## src/rtl/core/arwc_pkg.sv

```systemverilog
// ----------------------------------------------------------------------------
// arwc_pkg
// Shared widths, reset values and verdict codes of the anti-replay check.
// ----------------------------------------------------------------------------
package arwc_pkg;

    // sequence number width and window size (window must be a power of two)
    localparam int SEQ_BITS    = 48;
    localparam int WINDOW_BITS = 64;
    localparam int SLOT_BITS   = $clog2(WINDOW_BITS);

    // reset value of the window top, so the first window covers 0 .. window - 1
    localparam logic [SEQ_BITS-1:0] TOP_RESET = SEQ_BITS'(WINDOW_BITS - 1);
    localparam logic [SEQ_BITS-1:0] WINDOW_SPAN = SEQ_BITS'(WINDOW_BITS);

    typedef logic [SEQ_BITS-1:0]    seq_t;
    typedef logic [WINDOW_BITS-1:0] bitmap_t;
    typedef logic [SLOT_BITS-1:0]   slot_t;

    typedef enum logic [1:0] {
        VERDICT_ACCEPT   = 2'd0,
        VERDICT_TOO_OLD  = 2'd1,
        VERDICT_REPLAYED = 2'd2
    } verdict_t;

endpackage

```

## src/rtl/core/anti_replay_window_check_core.sv

```systemverilog
// ----------------------------------------------------------------------------
// anti_replay_window_check_core
// Sliding-window replay check of 48-bit record sequence numbers.
// ----------------------------------------------------------------------------
// usage
//   s_ channel: one sequence number per transaction (valid/ready)
//   m_ channel: one verdict per transaction, 0 accept, 1 too old, 2 replayed
//   path: a number accepted into the input register moves, when the result
//     register is free, through the check into the result register, which
//     raises m_valid
//   throughput: one transaction per cycle while m_ready keeps the result register
//     draining; the window update for an item finishes in the same cycle it is checked, so the next item sees it
//   stalls: the result register and the input register each hold one item;
//     with m_ready low both fill and s_ready drops, nothing is lost
//   reset: aresetn low clears both registers, sets the window top to 63
//     and clears the seen bitmap; no clearing pass is needed
//   the check/update is combinational: 48-bit compares plus a 64-slot
//   circular range mask, which sets the critical path
// ----------------------------------------------------------------------------
module anti_replay_window_check_core (
    input  logic        aclk,
    input  logic        aresetn,
    input  logic        s_valid,
    output logic        s_ready,
    input  logic [47:0] s_seq_number,
    output logic        m_valid,
    input  logic        m_ready,
    output logic [1:0]  m_verdict
);

    logic               in_valid;
    arwc_pkg::seq_t     in_seq;
    logic               out_free;
    logic               advance;
    arwc_pkg::verdict_t verdict;

    // the held item moves to the result register when that one is free
    assign advance = in_valid && out_free;

    arwc_in_stage u_in_stage (
        .aclk         (aclk),
        .aresetn      (aresetn),
        .s_valid      (s_valid),
        .s_ready      (s_ready),
        .s_seq_number (arwc_pkg::seq_t'(s_seq_number)),
        .advance      (advance),
        .in_valid     (in_valid),
        .in_seq       (in_seq)
    );

    // window state is updated only for the item that moves on
    arwc_window u_window (
        .aclk    (aclk),
        .aresetn (aresetn),
        .advance (advance),
        .seq     (in_seq),
        .verdict (verdict)
    );

    arwc_out_stage u_out_stage (
        .aclk      (aclk),
        .aresetn   (aresetn),
        .load      (advance),
        .verdict   (verdict),
        .out_free  (out_free),
        .m_valid   (m_valid),
        .m_ready   (m_ready),
        .m_verdict (m_verdict)
    );

endmodule

```

## src/rtl/core/arwc_in_stage.sv

```systemverilog
// ----------------------------------------------------------------------------
// arwc_in_stage
// Input register: holds one sequence number until the check stage takes it.
// ----------------------------------------------------------------------------
module arwc_in_stage (
    input  logic          aclk,
    input  logic          aresetn,
    input  logic          s_valid,
    output logic          s_ready,
    input  arwc_pkg::seq_t s_seq_number,
    input  logic          advance,
    output logic          in_valid,
    output arwc_pkg::seq_t in_seq
);

    logic           valid_reg;
    logic           valid_next;
    arwc_pkg::seq_t seq_reg;

    // free when empty or when the held item moves on this cycle
    assign s_ready    = !valid_reg || advance;
    assign valid_next = (s_valid && s_ready) || (valid_reg && !advance);

    always_ff @(posedge aclk) begin
        if (!aresetn) begin
            valid_reg <= 1'b0;
        end else begin
            valid_reg <= valid_next;
        end
    end

    always_ff @(posedge aclk) begin
        if (s_valid && s_ready) begin
            seq_reg <= s_seq_number;
        end
    end

    assign in_valid = valid_reg;
    assign in_seq   = seq_reg;

endmodule

```

## src/rtl/core/arwc_window.sv

```systemverilog
// ----------------------------------------------------------------------------
// arwc_window
// Window state (top and circular bitmap) with the combinational check/update.
// ----------------------------------------------------------------------------
module arwc_window (
    input  logic               aclk,
    input  logic               aresetn,
    input  logic               advance,
    input  arwc_pkg::seq_t     seq,
    output arwc_pkg::verdict_t verdict
);

    arwc_pkg::seq_t    top_reg;
    arwc_pkg::seq_t    top_next;
    arwc_pkg::bitmap_t bitmap_reg;
    arwc_pkg::bitmap_t bitmap_next;

    arwc_pkg::seq_t    floor_seq;
    arwc_pkg::seq_t    gap;
    arwc_pkg::slot_t   pos;
    arwc_pkg::slot_t   top_slot;
    arwc_pkg::slot_t   gap_lo;
    arwc_pkg::bitmap_t pos_mask;
    arwc_pkg::bitmap_t clear_mask;
    logic              too_old;
    logic              in_window;
    logic              big_jump;

    // top never drops below window - 1, so the floor never wraps
    assign floor_seq = top_reg - arwc_pkg::TOP_RESET;
    assign too_old   = seq < floor_seq;
    assign in_window = seq <= top_reg;
    assign gap       = seq - top_reg;
    assign big_jump  = gap >= arwc_pkg::WINDOW_SPAN;
    assign pos       = seq[arwc_pkg::SLOT_BITS-1:0];
    assign top_slot  = top_reg[arwc_pkg::SLOT_BITS-1:0];
    assign gap_lo    = gap[arwc_pkg::SLOT_BITS-1:0];

    // slots strictly between old top and new top, by circular distance
    always_comb begin
        arwc_pkg::slot_t slot_dist;
        clear_mask = '0;
        pos_mask   = '0;
        for (int i = 0; i < arwc_pkg::WINDOW_BITS; i++) begin
            slot_dist     = arwc_pkg::slot_t'(i) - top_slot;
            clear_mask[i] = big_jump || ((slot_dist != '0) && (slot_dist < gap_lo));
            pos_mask[i]   = (pos == arwc_pkg::slot_t'(i));
        end
    end

    always_comb begin
        top_next    = top_reg;
        bitmap_next = bitmap_reg;
        if (too_old) begin
            verdict = arwc_pkg::VERDICT_TOO_OLD;
        end else if (in_window) begin
            verdict     = bitmap_reg[pos] ? arwc_pkg::VERDICT_REPLAYED
                                          : arwc_pkg::VERDICT_ACCEPT;
            bitmap_next = bitmap_reg | pos_mask;
        end else begin
            verdict     = arwc_pkg::VERDICT_ACCEPT;
            bitmap_next = (bitmap_reg & ~clear_mask) | pos_mask;
            top_next    = seq;
        end
    end

    always_ff @(posedge aclk) begin
        if (!aresetn) begin
            top_reg    <= arwc_pkg::TOP_RESET;
            bitmap_reg <= '0;
        end else if (advance) begin
            top_reg    <= top_next;
            bitmap_reg <= bitmap_next;
        end
    end

endmodule

```

## src/rtl/core/arwc_out_stage.sv

```systemverilog
// ----------------------------------------------------------------------------
// arwc_out_stage
// Result register: holds one verdict until the receiver takes it.
// ----------------------------------------------------------------------------
module arwc_out_stage (
    input  logic               aclk,
    input  logic               aresetn,
    input  logic               load,
    input  arwc_pkg::verdict_t verdict,
    output logic               out_free,
    output logic               m_valid,
    input  logic               m_ready,
    output logic [1:0]         m_verdict
);

    logic               valid_reg;
    logic               valid_next;
    arwc_pkg::verdict_t verdict_reg;

    assign out_free   = !valid_reg || m_ready;
    assign valid_next = load || (valid_reg && !m_ready);

    always_ff @(posedge aclk) begin
        if (!aresetn) begin
            valid_reg <= 1'b0;
        end else begin
            valid_reg <= valid_next;
        end
    end

    always_ff @(posedge aclk) begin
        if (load) begin
            verdict_reg <= verdict;
        end
    end

    assign m_valid   = valid_reg;
    assign m_verdict = verdict_reg;

endmodule

```

## config.mk

```make
export PLATFORM = sky130hd
export DESIGN_NAME = anti_replay_window_check_core
export DESIGN_NICKNAME = d
export VERILOG_FILES = /design/src/rtl/core/arwc_pkg.sv /design/src/rtl/core/anti_replay_window_check_core.sv /design/src/rtl/core/arwc_in_stage.sv /design/src/rtl/core/arwc_window.sv /design/src/rtl/core/arwc_out_stage.sv
export SDC_FILE = /design/constraint.sdc
export NUM_CORES = 1
export LEC_CHECK = 0
export BUFFER_PORTS_ARGS = -buffer_cell sky130_fd_sc_hd__buf_2
export CELL_PAD_IN_SITES_DETAIL_PLACEMENT = 1
export CELL_PAD_IN_SITES_GLOBAL_PLACEMENT = 1
export CORE_AREA = 4 4 158 275
export DETAILED_ROUTE_END_ITERATION = 6
export DIE_AREA = 0 0 162 279
export GPL_TIMING_DRIVEN = 1
export PLACE_DENSITY_LB_ADDON = 0.1
export SLEW_MARGIN = 20
export SYNTH_ARGS = -nofsm -noshare
export SYNTH_HDL_FRONTEND = slang
export SYNTH_SLANG_ARGS = --single-unit
```

## constraint.sdc

```tcl
create_clock -name aclk -period 8.09 [get_ports aclk]
set_input_delay 0 -clock aclk [delete_from_list [all_inputs] [get_ports aclk]]
set_output_delay 0 -clock aclk [all_outputs]
set_load 0.05 [all_outputs]
```

==> metrics.txt, run 1 <==
Flop pwr share=28.5%; Die ar.=45200 um2; Sw Ratio=41.3%; Syn-to-layout area delta=11.7%; RSZ-0062 raised after global routing=false; Final WS setup=1.24 ns; Die X=162 um; period utilisation layout=between 80% and 90%; num rows=99; Hold Path Class=in -> reg; FF-to-FF End=u_window.bitmap_reg[62]$_SDFFE_PN0P_; pre-CTS WS=about 1.3 ns; flop-to-flop setup slack=1.24 ns; Worst-path clk slew=0.08 ns; IO buf count=55; HP Start=s_seq_number[38]; CTS Root Cell=clkbuf_16; crit path capture type=register; gr ovfl total=0; WP data arrival=7.26 ns; Most used DFF post-synth=dfxtp_1; RD Place Congestion=0.912; Avg WL per Cell=approximately 25 um; met3 global-route usage=2.67%; Worst Hold End=u_in_stage.in_seq[38]$_DFFE_PP_; share of layout cells above drive strength 1=8.77%; vias in the first global route=16.3k; total negative slack=0 ns; clock latency on the worst-skew pair=0.48 ns; Placeable Area=41400 um2; XOR/XNOR share of the synthesized area=under 10%; initial antenna violation count=0; Pre-antenna DRT Iters=5; synth warn=0; HPWL Detailed=47900 um; Syn Inst Count=1843; number of H-tree levels=4; WHS=0.235 ns; Gate power share=45.7%; Clock Skew=0.0159 ns; combinational family with the most area after synthesis=compound AO/OA/AOI/OAI gates; DR iter-0 viols=between 600 and 700; total clock sinks=around 160; vias per cell=6.04; area of the multi-input gates=around 12000 um2; Slew @ Worst Pin=1.11 ns; die span in y=279 um; routed wire length=slightly above 60000 um; Async SR Flop Fraction=0%; Worst VDD drop=0.000108 V; Storage cell area=3780 um2; final hold violations=0; mux cell area share after synthesis=6.10%; Top Ports=between 50 and 60; #FFs+latches synth=~160; endpoints failing setup=0; average cell area after synthesis=8.86 um2; commonest non-fill, non-tap cell in the layout=ha_1; pwr dens=177 nW/um2; FMAX=about 150 MHz; max-cap viol count=0; worst path cell trace=buf_4, ha_1, nand3_1, nor2_1, nor2_1, nand2_1, nor3_2, buf_4, nand4_1, nor4_2, nand3_1, nor3_1, xnor2_1, ha_1, nand4_1, nor4_1, nand2_1, nor2_1, o2111ai_1, nand3_1, and2_1, nand3_1, a2bb2o_1, a31o_1; Cell Area, Synth=approximately 16000 um2; max-slew violation count=0; commonest non-fill, non-tap cells in the layout=ha_1 (242), inv_1 (127), nor2_1 (124); CP peak stage delay=between 0.7 and 0.8 ns; slew margin rel.=25.8%; Simple-Gate Fraction of Synth Area=16.0%; Pwr Total=3.23 mW; vias=15.0k; worst path bufs/invs=2; Critical Path Fanout Max=16; Final min period=~6.9 ns; Int Power=around 1.9 mW; met2 Use GR=between 50% and 60%; Net Count, Synth=2139; CP max-delay cell=nor4_2; Worst Path Required=8.50 ns; Nets=roughly 2.2k; Reg-to-Reg Start=u_window.top_reg[4]$_SDFFE_PN1P_; CTS buffer count=17; CTS tree=yes; Most Used Layer, Global Route=met2; post-CTS setup buffer count=0; EDFF count, synth=50; Initial Util=39.5%; met1 usage in global routing=25.0%; Setup CP Type=reg -> reg; CTS max path bufs=2; Leakage Power=between 7 and 8 nW; remaining antenna violation count=0; most frequent CP cell=nand3_1; Total GRT Usage=27.1%; post-synthesis adder-cell area fraction=around a fifth; max reg flops=64; Top delay family on crit path=simple AND/OR/NAND/NOR gates; diode count=0; DRC viols=0; Post-CTS Resized=0; Clk pwr share=25.8%; CP Launch Type=register; fin util=between 40% and 50%; sequential share of the synthesized area=23.2%; R2R cell count=24; P_sw=1.33 mW; post-synthesis cell type count=90; # fillers=4911; status=finished, final reports clean; first-pass GRT wire length=94100 um; hold path cells=2; largest net degree at the start of global routing=65; post-synthesis compound-gate area fraction=between 20% and 30%
-- synth_stat cells (all sizes together) (5+ instances only) --
cell type | n | area [um2]
xor2 | 17 | 149
mux2i | 50 | 500
ha | 242 | 3030
buf | 31 | 209
o21bai | 6 | 45.0
a31o | 65 | 569
o2bb2ai | 63 | 552
o211ai | 14 | 110
nor2b | 80 | 500
and2 | 7 | 43.8
a21oi | 89 | 487
clkbuf | 50 | 188
nand3b | 5 | 37.5
edfxtp | 50 | 1500
o21ai | 51 | 255
xnor2 | 101 | 885
and3 | 10 | 62.6
inv | 129 | 484
nor4 | 21 | 159
a2111oi | 5 | 45.0
a211oi | 8 | 65.1
nand4 | 41 | 257
nor3 | 40 | 210
nor2 | 124 | 465
mux4 | 21 | 473
or3 | 10 | 62.6
o21a | 16 | 129
nand3 | 30 | 150
a31oi | 7 | 50.1
a221oi | 70 | 619
o2111ai | 7 | 67.6
dfxtp | 114 | 2280
nand2b | 9 | 56.3
a21o | 87 | 653
nand2 | 113 | 424
-- metrics by stage --
| stage | instances | instance area (um2) |
|---|---|---|
| floorplan | 1843 | 16300 |
| global placement | 2397 | 17100 |
| detailed placement | 2397 | 17100 |
| CTS | 2481 | 18200 |
| global route | 2481 | 18200 |
| finish | 2481 | 18200 |
-- layer usage --
metal	routed length, um	up-vias
met5	0	-
met4	5230	0
met3	1330	195
met2	34400	305
met1	20400	7458
li1	-	7038
-- final cells by class --
| class | instances | share of cell area, % |
|---|---|---|
| Multi-Input combinational cell | 1467 | 64.2 |
| Sequential cell | 164 | 20.8 |
| Timing Repair Buffer | 132 | 5.39 |
| Tap cell | 555 | 3.81 |
| Inverter | 131 | 2.70 |
| Clock buffer | 17 | 2.33 |
| Clock inverter | 15 | 0.796 |
-- logic make-up after synthesis --
| group | after synthesis |
|---|---|
| DFF | 164 |
| buffers and inverters | 212 |
| and+or+nand+nor | 510 |
| adders and majority gates | 244 |
| xor gates and xnor gates | 118 |
| muxes | 73 |
| AOI/OAI and AO/OA | 522 |
-- repair_timing --
action / 4_1_cts / 5_1_grt
hold buffers: 52 / 0
endpoints found under the setup margin: 0 / 0
endpoints found under the hold margin: 56 / 0
-- power by group through the flow --
| stage | clock network, mW | registers [mW] | logic [mW] |
|---|---|---|---|
| finish | 0.833 | 0.921 | 1.48 |
| global route | 0.884 | 0.924 | 1.64 |
| CTS | 0.854 | 0.921 | 1.49 |
| detailed placement | 0 | 0.940 | 1.46 |
| global placement | 0 | 0.940 | 1.40 |
| floorplan | 0 | 0.926 | 1.00 |
-- how the worst max path moves through the flow --
stage                                     startpoint                                   end  depth (start not counted)
floorplan           u_window.top_reg[4]$_SDFFE_PN1P_  u_window.bitmap_reg[31]$_SDFFE_PN0P_                         11
global placement    u_window.top_reg[4]$_SDFFE_PN1P_  u_window.bitmap_reg[62]$_SDFFE_PN0P_                         24
detailed placement  u_window.top_reg[4]$_SDFFE_PN1P_  u_window.bitmap_reg[62]$_SDFFE_PN0P_                         24
CTS                 u_window.top_reg[4]$_SDFFE_PN1P_  u_window.bitmap_reg[62]$_SDFFE_PN0P_                         24
global route        u_window.top_reg[4]$_SDFFE_PN1P_  u_window.bitmap_reg[62]$_SDFFE_PN0P_                         24
finish              u_window.top_reg[4]$_SDFFE_PN1P_  u_window.bitmap_reg[62]$_SDFFE_PN0P_                         24
(Power assumes the default switching activity.)
==> run 2, diff against run 1 <==
==> constraint.sdc (replaced) <==
create_clock -name aclk -period 6.2 [get_ports aclk]
set_input_delay 0 -clock aclk [delete_from_list [all_inputs] [get_ports aclk]]
set_output_delay 0 -clock aclk [all_outputs]
set_load 0.05 [all_outputs]
==> run 2 against run 1 <==
Effect of this change:
- fmax up 19%
- worst hold slack better by 0.011 ns
- combinational power up 33%
- non-clock buffer count up 21
- cell count up 0.85%
- global-route usage up 0.21 points
- setup slack worse by 0.80 ns
- clock power up 28%
- flip-flop and latch count unchanged
- critical path type unchanged
- highest routed layer unchanged
==> metrics.txt, run 2 (synthesis gave the netlist of run 1 again) <==
status=finished, final reports clean; CTS tree=yes; max reg flops=64; DR iter-0 viols=645; die span in y=279 um; remaining antenna violation count=0; Die X=162 um; area of the multi-input gates=11800 um2; RD Place Congestion=0.913; flop-to-flop setup slack=between 0.4 and 0.5 ns; worst path cell trace=or4_1, nand2b_1, nor2_1, nand2_1, nor3_2, nand4_1, nor4_2, buf_4, nand3_1, nor3_2, xnor2_1, ha_1, nand4_1, nor4_4, nand2_1, nor2_1, o2111ai_1, nand3_1, and2_2, or3b_4, o2bb2ai_1, a31o_1; Hold Path Class=in -> reg; IO buf count=55; Setup CP Type=reg -> reg; CP Launch Type=register; Clock Skew=0.0108 ns; Sw Ratio=40.9%; FMAX=173 MHz; met1 usage in global routing=25.1%; first-pass GRT wire length=95100 um; Slew @ Worst Pin=0.972 ns; Top Ports=56; Worst VDD drop=0.000132 V; # fillers=4874; pwr dens=230 nW/um2; Critical Path Fanout Max=16; P_sw=between 1.5 and 2 mW; period utilisation layout=93.0%; met3 global-route usage=about 2.7%; Layout Cells excl Fill=2502; Total GRT Usage=between 20% and 30%; final hold violations=0; gr ovfl total=0; slew margin rel.=35.1%; Worst Path Required=6.60 ns; Die ar.=45200 um2; share of layout cells above drive strength 1=10.0%; Initial Util=39.5%; Final min period=5.77 ns; Flop pwr share=28.3%; Nets=2230; vias in the first global route=around 16k; Pre-antenna DRT Iters=5; pre-CTS WS=-0.160 ns; vias per cell=6.05; Placeable Area=around 41000 um2; Final WS setup=0.435 ns; Int Power=2.51 mW; number of H-tree levels=4; commonest non-fill, non-tap cell in the layout=ha_1; CP max-delay cell=or4_1; WP data arrival=6.17 ns; max-cap viol count=0; crit path capture type=register; CTS Root Cell=clkbuf_16; max-slew violation count=0; Syn-to-layout area delta=13.2%; RSZ-0062 raised after global routing=false; Clk pwr share=approximately a quarter; vias=about 15k; dpl cells=2415; total clock sinks=164; endpoints failing setup=0; routed wire length=roughly 62000 um; DRC viols=0; Leakage Power=7.83 nW; Most Used Layer, Global Route=met2; num rows=99; diode count=0; Storage cell area=between 3000 and 4000 um2; Worst-path clk slew=0.07 ns; CTS buffer count=17; largest net degree at the start of global routing=65; HPWL Detailed=48300 um; CTS max path bufs=2; met2 Use GR=between 50% and 60%; Avg WL per Cell=24.8 um; commonest non-fill, non-tap cells in the layout=ha_1 (242), inv_1 (127), nor2_1 (123); CP peak stage delay=0.55 ns; Gate power share=46.5%; initial antenna violation count=0; clock latency on the worst-skew pair=0.46 ns
==> run 2: power groups by stage <==
stage	registers [mW]	clock network [mW]	logic, mW
2_1_floorplan	1.21	0	1.30
3_3_place_gp	1.22	0	1.85
3_5_place_dp	1.22	0	1.92
4_1_cts	1.20	1.10	1.97
5_1_grt	1.20	1.14	2.19
6_report	1.20	1.07	1.97
==> run 2: final timing paths <==
check	start	to	depth (start not counted)
max	u_window.top_reg[6]$_SDFFE_PN0P_	u_window.bitmap_reg[7]$_SDFFE_PN0P_	22
min	s_seq_number[27]	u_in_stage.in_seq[27]$_DFFE_PP_	2
max reg2reg	u_window.top_reg[6]$_SDFFE_PN0P_	u_window.bitmap_reg[7]$_SDFFE_PN0P_	22
min reg2reg	u_window.top_reg[33]$_SDFFE_PN0P_	u_window.top_reg[33]$_SDFFE_PN0P_	2
==> run 2: metal layers <==
metal	up-vias	share of wire [%]
li1	7086	-
met1	7522	34
met2	336	55
met3	200	2.2
met4	0	9.3
met5	-	0
==> run 2: metrics by stage <==
stage	instance area [um2]	util [%]	setup TNS (ns)	total power, mW	hold WS (ns)
4_1_cts	18400	44.6	0	4.27	0.218
5_1_grt	18500	44.7	0	4.54	0.237
3_5_place_dp	17300	41.8	-3.47	3.14	0.178
3_3_place_gp	17300	41.8	0	3.08	0.176
2_1_floorplan	16300	-	0	2.51	0.0989
6_report	18500	44.7	0	4.24	0.246
==> run 2: area by class of cell <==
type / count / area share (%)
inverter: 131 / 2.67
sequential: 164 / 20.5
multi-input combinational: 1467 / 63.7
timing repair buffer: 153 / 6.38
tap: 555 / 3.76
clock inverter: 14 / 0.684
clock buffer: 18 / 2.38
==> run 2: timing repair <==
| action | CTS | global route |
|---|---|---|
| resized for setup | 2 | 9 |
| endpoints found under the hold margin | 56 | 0 |
| pin swaps | 1 | 0 |
| setup buffers | 3 | 0 |
| hold buffers | 52 | 0 |
| endpoints found under the setup margin | 92 | 112 |
==> run 2: critical path: cells and delay by family, from the launching register on <==
family | cells | cell delay, ns
buffers and inverters | 1 | 0.21
AND/OR/NAND/NOR | 16 | 4.23
AO/OA/AOI/OAI | 3 | 0.45
flip-flops | 1 | 0.35
XOR/XNOR | 1 | 0.09
adder cells (fa/ha/maj) | 1 | 0.34
